`src/rtl/tcpd_pkg.sv`:
```
`default_nettype none
// ----------------------------------------------------------------------------
// tcpd_pkg
// Shared types and constants of the six-step commutation and duty block.
// ----------------------------------------------------------------------------
package tcpd_pkg;

  localparam int unsigned InWidth  = 152;
  localparam int unsigned OutWidth = 56;

  localparam logic [2:0] RegCurrentMode = 3'd0;
  localparam logic [2:0] RegOpenLoop    = 3'd1;
  localparam logic [2:0] RegReverseDir  = 3'd2;
  localparam logic [2:0] RegDutyLimit   = 3'd3;
  localparam logic [2:0] RegGainA0      = 3'd4;
  localparam logic [2:0] RegGainA1      = 3'd5;
  localparam logic [2:0] RegGainA2      = 3'd6;
  localparam logic [2:0] RegFeedForward = 3'd7;

  localparam logic [2:0] SectorLast = 3'd5;

  typedef struct packed {
    logic        start;
    logic [15:0] rem_init;
    logic [14:0] dividend_lo;
    logic [15:0] divisor;
  } div_req_t;

  typedef struct packed {
    logic        done;
    logic [14:0] quot;
  } div_rsp_t;

endpackage
`default_nettype wire

```
`src/rtl/tcpd_div.sv`:
```
`default_nettype none
// ----------------------------------------------------------------------------
// tcpd_div
// Restoring divider that produces a 15-bit quotient, one bit per cycle.
// ----------------------------------------------------------------------------
module tcpd_div (
  input  wire logic              clk_i,
  input  wire logic              rst_ni,
  input  wire tcpd_pkg::div_req_t req_i,
  output tcpd_pkg::div_rsp_t      rsp_o
);

  logic        run_q, run_d;
  logic        done_q, done_d;
  logic [3:0]  cnt_q, cnt_d;
  logic [15:0] rem_q, rem_d;
  logic [14:0] dvd_q, dvd_d;
  logic [15:0] div_q, div_d;
  logic [16:0] trial;
  logic [16:0] diff;

  assign trial = {rem_q, dvd_q[14]};
  assign diff  = trial - {1'b0, div_q};

  always_comb begin
    run_d  = run_q;
    done_d = 1'b0;
    cnt_d  = cnt_q;
    rem_d  = rem_q;
    dvd_d  = dvd_q;
    div_d  = div_q;
    if (req_i.start) begin
      run_d = 1'b1;
      cnt_d = 4'd0;
      rem_d = req_i.rem_init;
      dvd_d = req_i.dividend_lo;
      div_d = req_i.divisor;
    end else if (run_q) begin
      if (diff[16]) begin
        rem_d = trial[15:0];
        dvd_d = {dvd_q[13:0], 1'b0};
      end else begin
        rem_d = diff[15:0];
        dvd_d = {dvd_q[13:0], 1'b1};
      end
      cnt_d = cnt_q + 4'd1;
      if (cnt_q == 4'd14) begin
        run_d  = 1'b0;
        done_d = 1'b1;
      end
    end
  end

  always_ff @(posedge clk_i or negedge rst_ni) begin
    if (!rst_ni) begin
      run_q  <= 1'b0;
      done_q <= 1'b0;
      cnt_q  <= 4'd0;
    end else begin
      run_q  <= run_d;
      done_q <= done_d;
      cnt_q  <= cnt_d;
    end
  end

  always_ff @(posedge clk_i) begin
    rem_q <= rem_d;
    dvd_q <= dvd_d;
    div_q <= div_d;
  end

  assign rsp_o.done = done_q;
  assign rsp_o.quot = dvd_q;

endmodule
`default_nettype wire

```
`src/rtl/trap_commutation_pi_duty_top.sv`:
```
`default_nettype none
// ----------------------------------------------------------------------------
// trap_commutation_pi_duty_top
// Six-step commutation with a q31 PID loop, bus limit clamp and duty divide.
// ----------------------------------------------------------------------------
// A result follows its request through four multiplier passes, add, clamp
// and magnitude, one divider launch, fifteen quotient steps, and collection
// into the output register. A saturated or low-bus duty skips the divider.
// A new request is taken only once the last result has been registered for
// output, and an unread result stalls it. Reset is asynchronous, active
// low, and restores control state and configuration but not the datapath.
// ----------------------------------------------------------------------------
module trap_commutation_pi_duty_top #(
  parameter int unsigned COUNT_WIDTH = 16
) (
  input  wire logic                          clk_i,
  input  wire logic                          rst_ni,
  input  wire logic                          s_axis_tvalid,
  output logic                               s_axis_tready,
  // bus_voltage, bus_current, setpoint, angle_step, comm_ticks, start_req,
  // start_sector, zero pad.
  input  wire logic [tcpd_pkg::InWidth-1:0]  s_axis_tdata,
  output logic                               m_axis_tvalid,
  input  wire logic                          m_axis_tready,
  // sector_out, duty_out, angle_out, limited, vbus_low, zero pad.
  output logic [tcpd_pkg::OutWidth-1:0]      m_axis_tdata,
  input  wire logic                          cfg_valid_i,
  output logic                               cfg_ready_o,
  input  wire logic [2:0]                    cfg_index_i,
  input  wire logic [31:0]                   cfg_data_i
);

  localparam logic [2:0] StIdle = 3'd0;
  localparam logic [2:0] StMul  = 3'd1;
  localparam logic [2:0] StPid  = 3'd2;
  localparam logic [2:0] StCmd  = 3'd3;
  localparam logic [2:0] StAbs  = 3'd4;
  localparam logic [2:0] StDiv0 = 3'd5;
  localparam logic [2:0] StDivW = 3'd6;
  localparam logic [2:0] StDone = 3'd7;

  logic [2:0] state_q, state_d;
  logic [1:0] cnt_q;

  logic        cur_mode_q, open_loop_q, rev_q;
  logic [14:0] dlim_q;
  logic [31:0] a0_q, a1_q, a2_q, ff_q;

  logic [31:0]            angle_q;
  logic [2:0]             sector_q;
  logic [COUNT_WIDTH-1:0] ticks_q;
  logic [31:0]            errp_q, errp2_q, pidp_q;

  logic [30:0] vbus_q;
  logic [31:0] e_q;
  logic [63:0] prod_q, acc_q;
  logic [30:0] lim_q;
  logic [31:0] pid_q;
  logic [32:0] cmd_q, mag_q;
  logic        neg_q;
  logic [15:0] duty_q;
  logic        limited_q, vlow_q;

  logic                          m_valid_q;
  logic [tcpd_pkg::OutWidth-1:0] m_data_q;

  logic [30:0]            in_vbus;
  logic [31:0]            in_ibus, in_sp, in_step;
  logic [15:0]            in_ticks;
  logic                   in_start;
  logic [2:0]             in_ssec;
  logic                   accept;
  logic [31:0]            nx_angle;
  logic [2:0]             nx_sector;
  logic [COUNT_WIDTH-1:0] nx_ticks;
  logic [32:0]            diff;
  logic signed [32:0]     mul_a, mul_b;
  logic signed [65:0]     mul_p;
  logic [32:0]            cmd_sum;
  logic                   over;
  logic [15:0]            dvs;
  logic [14:0]            quot_w;
  tcpd_pkg::div_req_t     div_req;
  tcpd_pkg::div_rsp_t     div_rsp;

  assign in_vbus  = s_axis_tdata[30:0];
  assign in_ibus  = s_axis_tdata[62:31];
  assign in_sp    = s_axis_tdata[94:63];
  assign in_step  = s_axis_tdata[126:95];
  assign in_ticks = s_axis_tdata[142:127];
  assign in_start = s_axis_tdata[143];
  assign in_ssec  = s_axis_tdata[146:144];

  assign s_axis_tready = (state_q == StIdle);
  assign accept        = s_axis_tvalid && s_axis_tready;
  assign cfg_ready_o   = 1'b1;

  always_comb begin
    logic [COUNT_WIDTH-1:0] reload;
    logic [31:0]            ang;
    logic [2:0]             sec;
    logic [COUNT_WIDTH-1:0] tk;
    reload = COUNT_WIDTH'(in_ticks);
    ang    = angle_q;
    sec    = sector_q;
    tk     = ticks_q;
    if (in_start) begin
      ang = 32'd0;
      tk  = reload;
      sec = (in_ssec > tcpd_pkg::SectorLast) ? 3'd0 : in_ssec;
    end
    ang = ang + in_step;
    if (open_loop_q) begin
      if (tk == '0) begin
        tk = reload;
        if (rev_q) begin
          sec = (sec == 3'd0) ? tcpd_pkg::SectorLast : sec - 3'd1;
        end else begin
          sec = (sec >= tcpd_pkg::SectorLast) ? 3'd0 : sec + 3'd1;
        end
      end
      tk = tk - COUNT_WIDTH'(1);
    end
    nx_angle  = ang;
    nx_sector = sec;
    nx_ticks  = tk;
  end

  assign diff = {in_sp[31], in_sp} - {in_ibus[31], in_ibus};

  always_comb begin
    case (cnt_q)
      2'd0: begin
        mul_a = {a0_q[31], a0_q};
        mul_b = {e_q[31], e_q};
      end
      2'd1: begin
        mul_a = {a1_q[31], a1_q};
        mul_b = {errp_q[31], errp_q};
      end
      2'd2: begin
        mul_a = {a2_q[31], a2_q};
        mul_b = {errp2_q[31], errp2_q};
      end
      default: begin
        mul_a = {2'b00, vbus_q};
        mul_b = {18'd0, dlim_q};
      end
    endcase
  end

  assign mul_p   = mul_a * mul_b;
  assign cmd_sum = {pid_q[31], pid_q} + {ff_q[31], ff_q};
  assign over    = $signed(cmd_sum) > $signed({2'b00, lim_q});
  assign dvs     = vbus_q[30:15];

  always_comb begin
    div_req.start       = (state_q == StDiv0) && (dvs != 16'd0) &&
                          (mag_q < {2'b00, dvs, 15'd0});
    div_req.rem_init    = mag_q[30:15];
    div_req.dividend_lo = mag_q[14:0];
    div_req.divisor     = dvs;
  end

  tcpd_div u_div (
    .clk_i  (clk_i),
    .rst_ni (rst_ni),
    .req_i  (div_req),
    .rsp_o  (div_rsp)
  );

  assign quot_w = div_rsp.quot;

  always_comb begin
    state_d = state_q;
    case (state_q)
      StIdle: if (accept) state_d = StMul;
      StMul:  if (cnt_q == 2'd3) state_d = StPid;
      StPid:  state_d = StCmd;
      StCmd:  state_d = StAbs;
      StAbs:  state_d = StDiv0;
      StDiv0: state_d = div_req.start ? StDivW : StDone;
      StDivW: if (div_rsp.done) state_d = StDone;
      StDone: if (!m_valid_q || m_axis_tready) state_d = StIdle;
      default: state_d = StIdle;
    endcase
  end

  always_ff @(posedge clk_i or negedge rst_ni) begin
    if (!rst_ni) begin
      state_q     <= StIdle;
      cnt_q       <= 2'd0;
      cur_mode_q  <= 1'b0;
      open_loop_q <= 1'b1;
      rev_q       <= 1'b0;
      dlim_q      <= 15'h7FFF;
      a0_q        <= 32'd0;
      a1_q        <= 32'd0;
      a2_q        <= 32'd0;
      ff_q        <= 32'd0;
      angle_q     <= 32'd0;
      sector_q    <= 3'd0;
      ticks_q     <= '0;
      errp_q      <= 32'd0;
      errp2_q     <= 32'd0;
      pidp_q      <= 32'd0;
      m_valid_q   <= 1'b0;
    end else begin
      state_q <= state_d;
      if (cfg_valid_i) begin
        case (cfg_index_i)
          tcpd_pkg::RegCurrentMode: cur_mode_q  <= cfg_data_i[0];
          tcpd_pkg::RegOpenLoop:    open_loop_q <= cfg_data_i[0];
          tcpd_pkg::RegReverseDir:  rev_q       <= cfg_data_i[0];
          tcpd_pkg::RegDutyLimit:   dlim_q      <= cfg_data_i[14:0];
          tcpd_pkg::RegGainA0:      a0_q        <= cfg_data_i;
          tcpd_pkg::RegGainA1:      a1_q        <= cfg_data_i;
          tcpd_pkg::RegGainA2:      a2_q        <= cfg_data_i;
          tcpd_pkg::RegFeedForward: ff_q        <= cfg_data_i;
          default: ;
        endcase
      end
      if (accept) begin
        angle_q  <= nx_angle;
        sector_q <= nx_sector;
        ticks_q  <= nx_ticks;
        cnt_q    <= 2'd0;
        if (!cur_mode_q) pidp_q <= in_sp;
      end
      if (state_q == StMul) cnt_q <= cnt_q + 2'd1;
      if (state_q == StPid) begin
        errp2_q <= errp_q;
        errp_q  <= e_q;
        pidp_q  <= acc_q[62:31] + pidp_q;
      end
      if ((state_q == StCmd) && over) pidp_q <= {1'b0, lim_q};
      if ((state_q == StDone) && (!m_valid_q || m_axis_tready)) begin
        m_valid_q <= 1'b1;
      end else if (m_axis_tready) begin
        m_valid_q <= 1'b0;
      end
    end
  end

  always_ff @(posedge clk_i) begin
    if (accept) begin
      vbus_q <= in_vbus;
      e_q    <= cur_mode_q ? {diff[32], diff[32:2]} : 32'd0;
    end
    if (state_q == StMul) begin
      prod_q <= mul_p[63:0];
      acc_q  <= (cnt_q == 2'd0) ? 64'd0 : acc_q + prod_q;
    end
    if (state_q == StPid) begin
      pid_q <= acc_q[62:31] + pidp_q;
      lim_q <= prod_q[45:15];
    end
    if (state_q == StCmd) begin
      cmd_q     <= over ? {2'b00, lim_q} : cmd_sum;
      limited_q <= over;
    end
    if (state_q == StAbs) begin
      neg_q <= cmd_q[32];
      mag_q <= cmd_q[32] ? (~cmd_q + 33'd1) : cmd_q;
    end
    if (state_q == StDiv0) begin
      vlow_q <= (dvs == 16'd0);
      if (dvs == 16'd0) begin
        duty_q <= 16'd0;
      end else begin
        duty_q <= neg_q ? 16'h8000 : 16'h7FFF;
      end
    end
    if ((state_q == StDivW) && div_rsp.done) begin
      duty_q <= neg_q ? (16'd0 - {1'b0, quot_w}) : {1'b0, quot_w};
    end
    if ((state_q == StDone) && (!m_valid_q || m_axis_tready)) begin
      m_data_q <= {3'd0, vlow_q, limited_q, angle_q, duty_q, sector_q};
    end
  end

  assign m_axis_tvalid = m_valid_q;
  assign m_axis_tdata  = m_data_q;

endmodule
`default_nettype wire

```
`config.mk`:
```
export PLATFORM = sky130hd
export DESIGN_NAME = trap_commutation_pi_duty_top
export DESIGN_NICKNAME = d
export VERILOG_FILES = /design/src/rtl/tcpd_pkg.sv /design/src/rtl/tcpd_div.sv /design/src/rtl/trap_commutation_pi_duty_top.sv
export SDC_FILE = /design/constraint.sdc
export NUM_CORES = 2
export LEC_CHECK = 0
export ABC_AREA = 1
export BUFFER_PORTS_ARGS = -buffer_cell sky130_fd_sc_hd__clkbuf_2
export CAP_MARGIN = 15
export CORE_MARGIN = 5
export CORE_UTILIZATION = 45
export DETAILED_ROUTE_END_ITERATION = 6
export GPL_ROUTABILITY_DRIVEN = 0
export SKIP_LAST_GASP = 1
export SYNTH_ARGS = -nofsm -noshare
export SYNTH_HDL_FRONTEND = slang
export SYNTH_HIERARCHICAL = 1
export SYNTH_SLANG_ARGS = --single-unit
```
`constraint.sdc`:
```
create_clock -name clk_i -period 9.3 [get_ports clk_i]
set_input_delay 0.465 -clock clk_i [delete_from_list [all_inputs] [get_ports clk_i]]
set_output_delay 0.465 -clock clk_i [all_outputs]
set_load 0.01 [all_outputs]
```
==> flow_summary.toml <==
[logic_synthesis]
seq_area_frac_synth_pct = 25.7
synth-edff-count = 436
netlist_area_um2 = 80600
async_reset_ff_share_pct = 41.0
synth_warnings = 6
netlist_instances = 9652
ys.flop_type = "edfxtp_1"
syn_area_per_cell_um2 = 8.35
synth.distinct_cells = 69
ys_seq_elements = 739

[worst_hold_path]
hold_class = "input port to flip-flop"
holdPathStages = 3

[finish]
regArea_um2 = 20700
fillCellCount = 16984
area.growth.synth_to_final_pct = 11.3
layout_commonest_cell = "nand2_1"
layout.cells.most_common_list = "1,995 x nand2_1, 1,855 x inv_1, 1,103 x nor2_1"
final_nets = 11790
multi_input_area_um2 = 51800
drive_gt1_share_pct = 8.75

[setup_path]
critical-path-slowest-cell = "fa_1"
cp_data_required_time_ps = 9760
crit_fanout = 27
critical_path_class = "flip-flop to flip-flop"
reg2regPathDepth = 36
cp-start-kind = "flip-flop"
end_kind = "flip-flop"
cp.arrival_ps = 9460
crit_path_max_incr_delay_ps = 660
crit_top_cell = "nand2_1"

[power]
power_frac_comb_pct = 20.6
seqPwrFrac_pct = 40.6
p_sw_uw = 2950
ir_drop_mv = 0.149
power.share.clock_pct = 38.8
switching_share_pct = 32.4
internal_power_uw = 6160
p_leak_uw = 0.0434
power_density_nw_per_um2 = 102

[timing]
worstMarginPinSlew_ps = 1020
period_share_pct = 96.7
slew_viol_final = 0
max_slew_margin_pct = 32.3
setup_viol = 0
hold_viol_final = 0
hold_ws_ps = 87.2
fin_skew_ps = 39.4
clock.fmax_mhz = 111
tns_ps = 0
fin_crit_ps = 8990

[placed_design]
io_buffers = 241
dpl.hpwl_mm = 225

[routing]
drt-vias-per-instance = 5.42
first_pass_iters = 7
vias = 67610
drcViolationCount = 1
postRouteAntennaNets = 0
drt_wl_total_mm = 272
drt_iter0_drc = 6353
wl_per_cell_um = 21.8

[floorplan]
rows = 155
dieArea_um2 = 188000
die_w_um = 433
boundaryPins = 251
start_util_pct = 45.2
core_area_um2 = 178000
die_h_um = 433

[clock_tree]
clock-sinks = 739
clock_path_buffers = 3
path_clk_slew_ps = 60
clockRootBuffer = "clkbuf_16"
cts_tree = "yes"
cts_buffers = 86
h-tree-depth = 3
clk_latency_ps = 710

[status]
violations = "design-rule violations"
status = "complete, but fails checks"

[run]
drv_cap = 0

[global_route]
antenna_found_initial = 7
grtUsageTotal_pct = 28.9
grt_pass1_vias = 67799
grt_pass1_wl_mm = 410
grt.overflow.total = 0
grt_max_degree = 172
what timing repair did:
| action | in CTS | in global routing |
|---|---|---|
| hold buffers | 33 | 0 |
| setup buffers | 0 | 18 |
| pin swaps | 0 | 4 |
| resized for setup | 1 | 52 |
| endpoints found under the setup margin | 3 | 22 |
| endpoints found under the hold margin | 143 | 0 |
cell type report:
type	count	share of cell area, %
Multi-Input combinational cell	6736	57.7
Tap cell	2355	3.28
Timing Repair Buffer	575	4.66
Clock buffer	103	2.54
Sequential cell	739	23.1
Inverter	1894	7.97
Antenna cell	5	0.0139
Clock inverter	58	0.748
per-layer routing:
layer	up-vias	share of wire [%]	GRT usage (%)
li1	30720	-	-
met1	33237	40	38.4
met2	3057	45	45.7
met3	590	9.6	6.01
met4	6	5.8	13.3
met5	-	0.013	0
state kept, by name, summed over array words and instances (netlist names), 31 cells and up:
name          count
pid_q            32
prod_q           63
errp_q           31
e_q              31
a2_q             32
m_axis_tdata     53
lim_q            31
ff_q             32
cmd_q            33
mag_q            33
errp2_q          31
acc_q            63
vbus_q           31
pidp_q           32
a0_q             32
angle_q          32
a1_q             32
kinds of logic after synthesis:
group	after synthesis	share of synthesized area [%]
AO/OA/AOI/OAI	1351	9.26
XOR/XNOR	173	1.88
adder cells (fa/ha/maj)	1566	34.5
buffers and inverters	2179	10.3
flip-flops	739	25.7
other	2	0.00932
AND/OR/NAND/NOR	3642	18.4
cells in the mapped netlist (16+ instances only):
cell type,count,area [um2]
nand2_1,2001,7510
inv_1,1867,7010
nor2_1,1113,4180
fa_1,1091,21800
o21ai_0,576,2880
ha_1,475,5940
a21oi_1,461,2310
edfxtp_1,436,13100
dfrtp_1,287,7180
nand3_1,262,1310
clkbuf_1,211,792
xor2_1,126,1100
nor3_1,62,310
a31oi_1,49,307
xnor2_1,47,412
a21o_1,43,323
nand4_1,41,257
o21bai_1,40,300
buf_2,35,175
nand2_2,34,213
o211ai_1,34,255
or2_2,27,169
o21a_1,26,195
o21ai_1,25,125
buf_1,23,86.3
nor4_1,21,131
nand3b_1,18,135
o22ai_1,17,106
a21boi_0,16,120
dfstp_2,16,420
final timing paths:
path	startpoint	slack, ps	endpoint
max in group asynchronous	rst_ni	6430	errp2_q[10]
setup / recovery	cnt_q[1]	310	prod_q[62]
hold reg to reg	vlow_q	410	m_axis_tdata[52]
min in group asynchronous	rst_ni	410	ff_q[31]
hold / removal	cfg_data_i[19]	90	ff_q[19]
setup reg to reg	cnt_q[1]	310	prod_q[62]
critical path: cells and delay by family (launching register included):
family          cells  cell delay [ps]
compound gates      1              150
simple gates       14             1840
flops               1              400
buf+inv            11             1430
fa+ha+maj          10             4890
per-stage QoR:
stage          instance area (um2)  instances  util [%]  total power [uW]  setup WS [ps]
2_1_floorplan                80600       9654         -              4690            630
3_3_place_gp                 85900      12243      48.2              5510          -89.0
3_5_place_dp                 85900      12243      48.2              5540          -32.6
4_1_cts                      89200      12437      50.1              9100            129
5_1_grt                      89700      12460      50.3              9450          -59.9
6_report                     89700      12465      50.3              9110            306
power groups by stage:
stage	logic, uW	registers, uW	clock network [uW]
after floorplan	954	3730	0
after global placement	1760	3760	0
after detailed placement	1780	3760	0
after CTS	1800	3700	3610
after global routing	2000	3710	3740
final	1880	3700	3530
No activity file was read; power rests on OpenSTA's default activity.
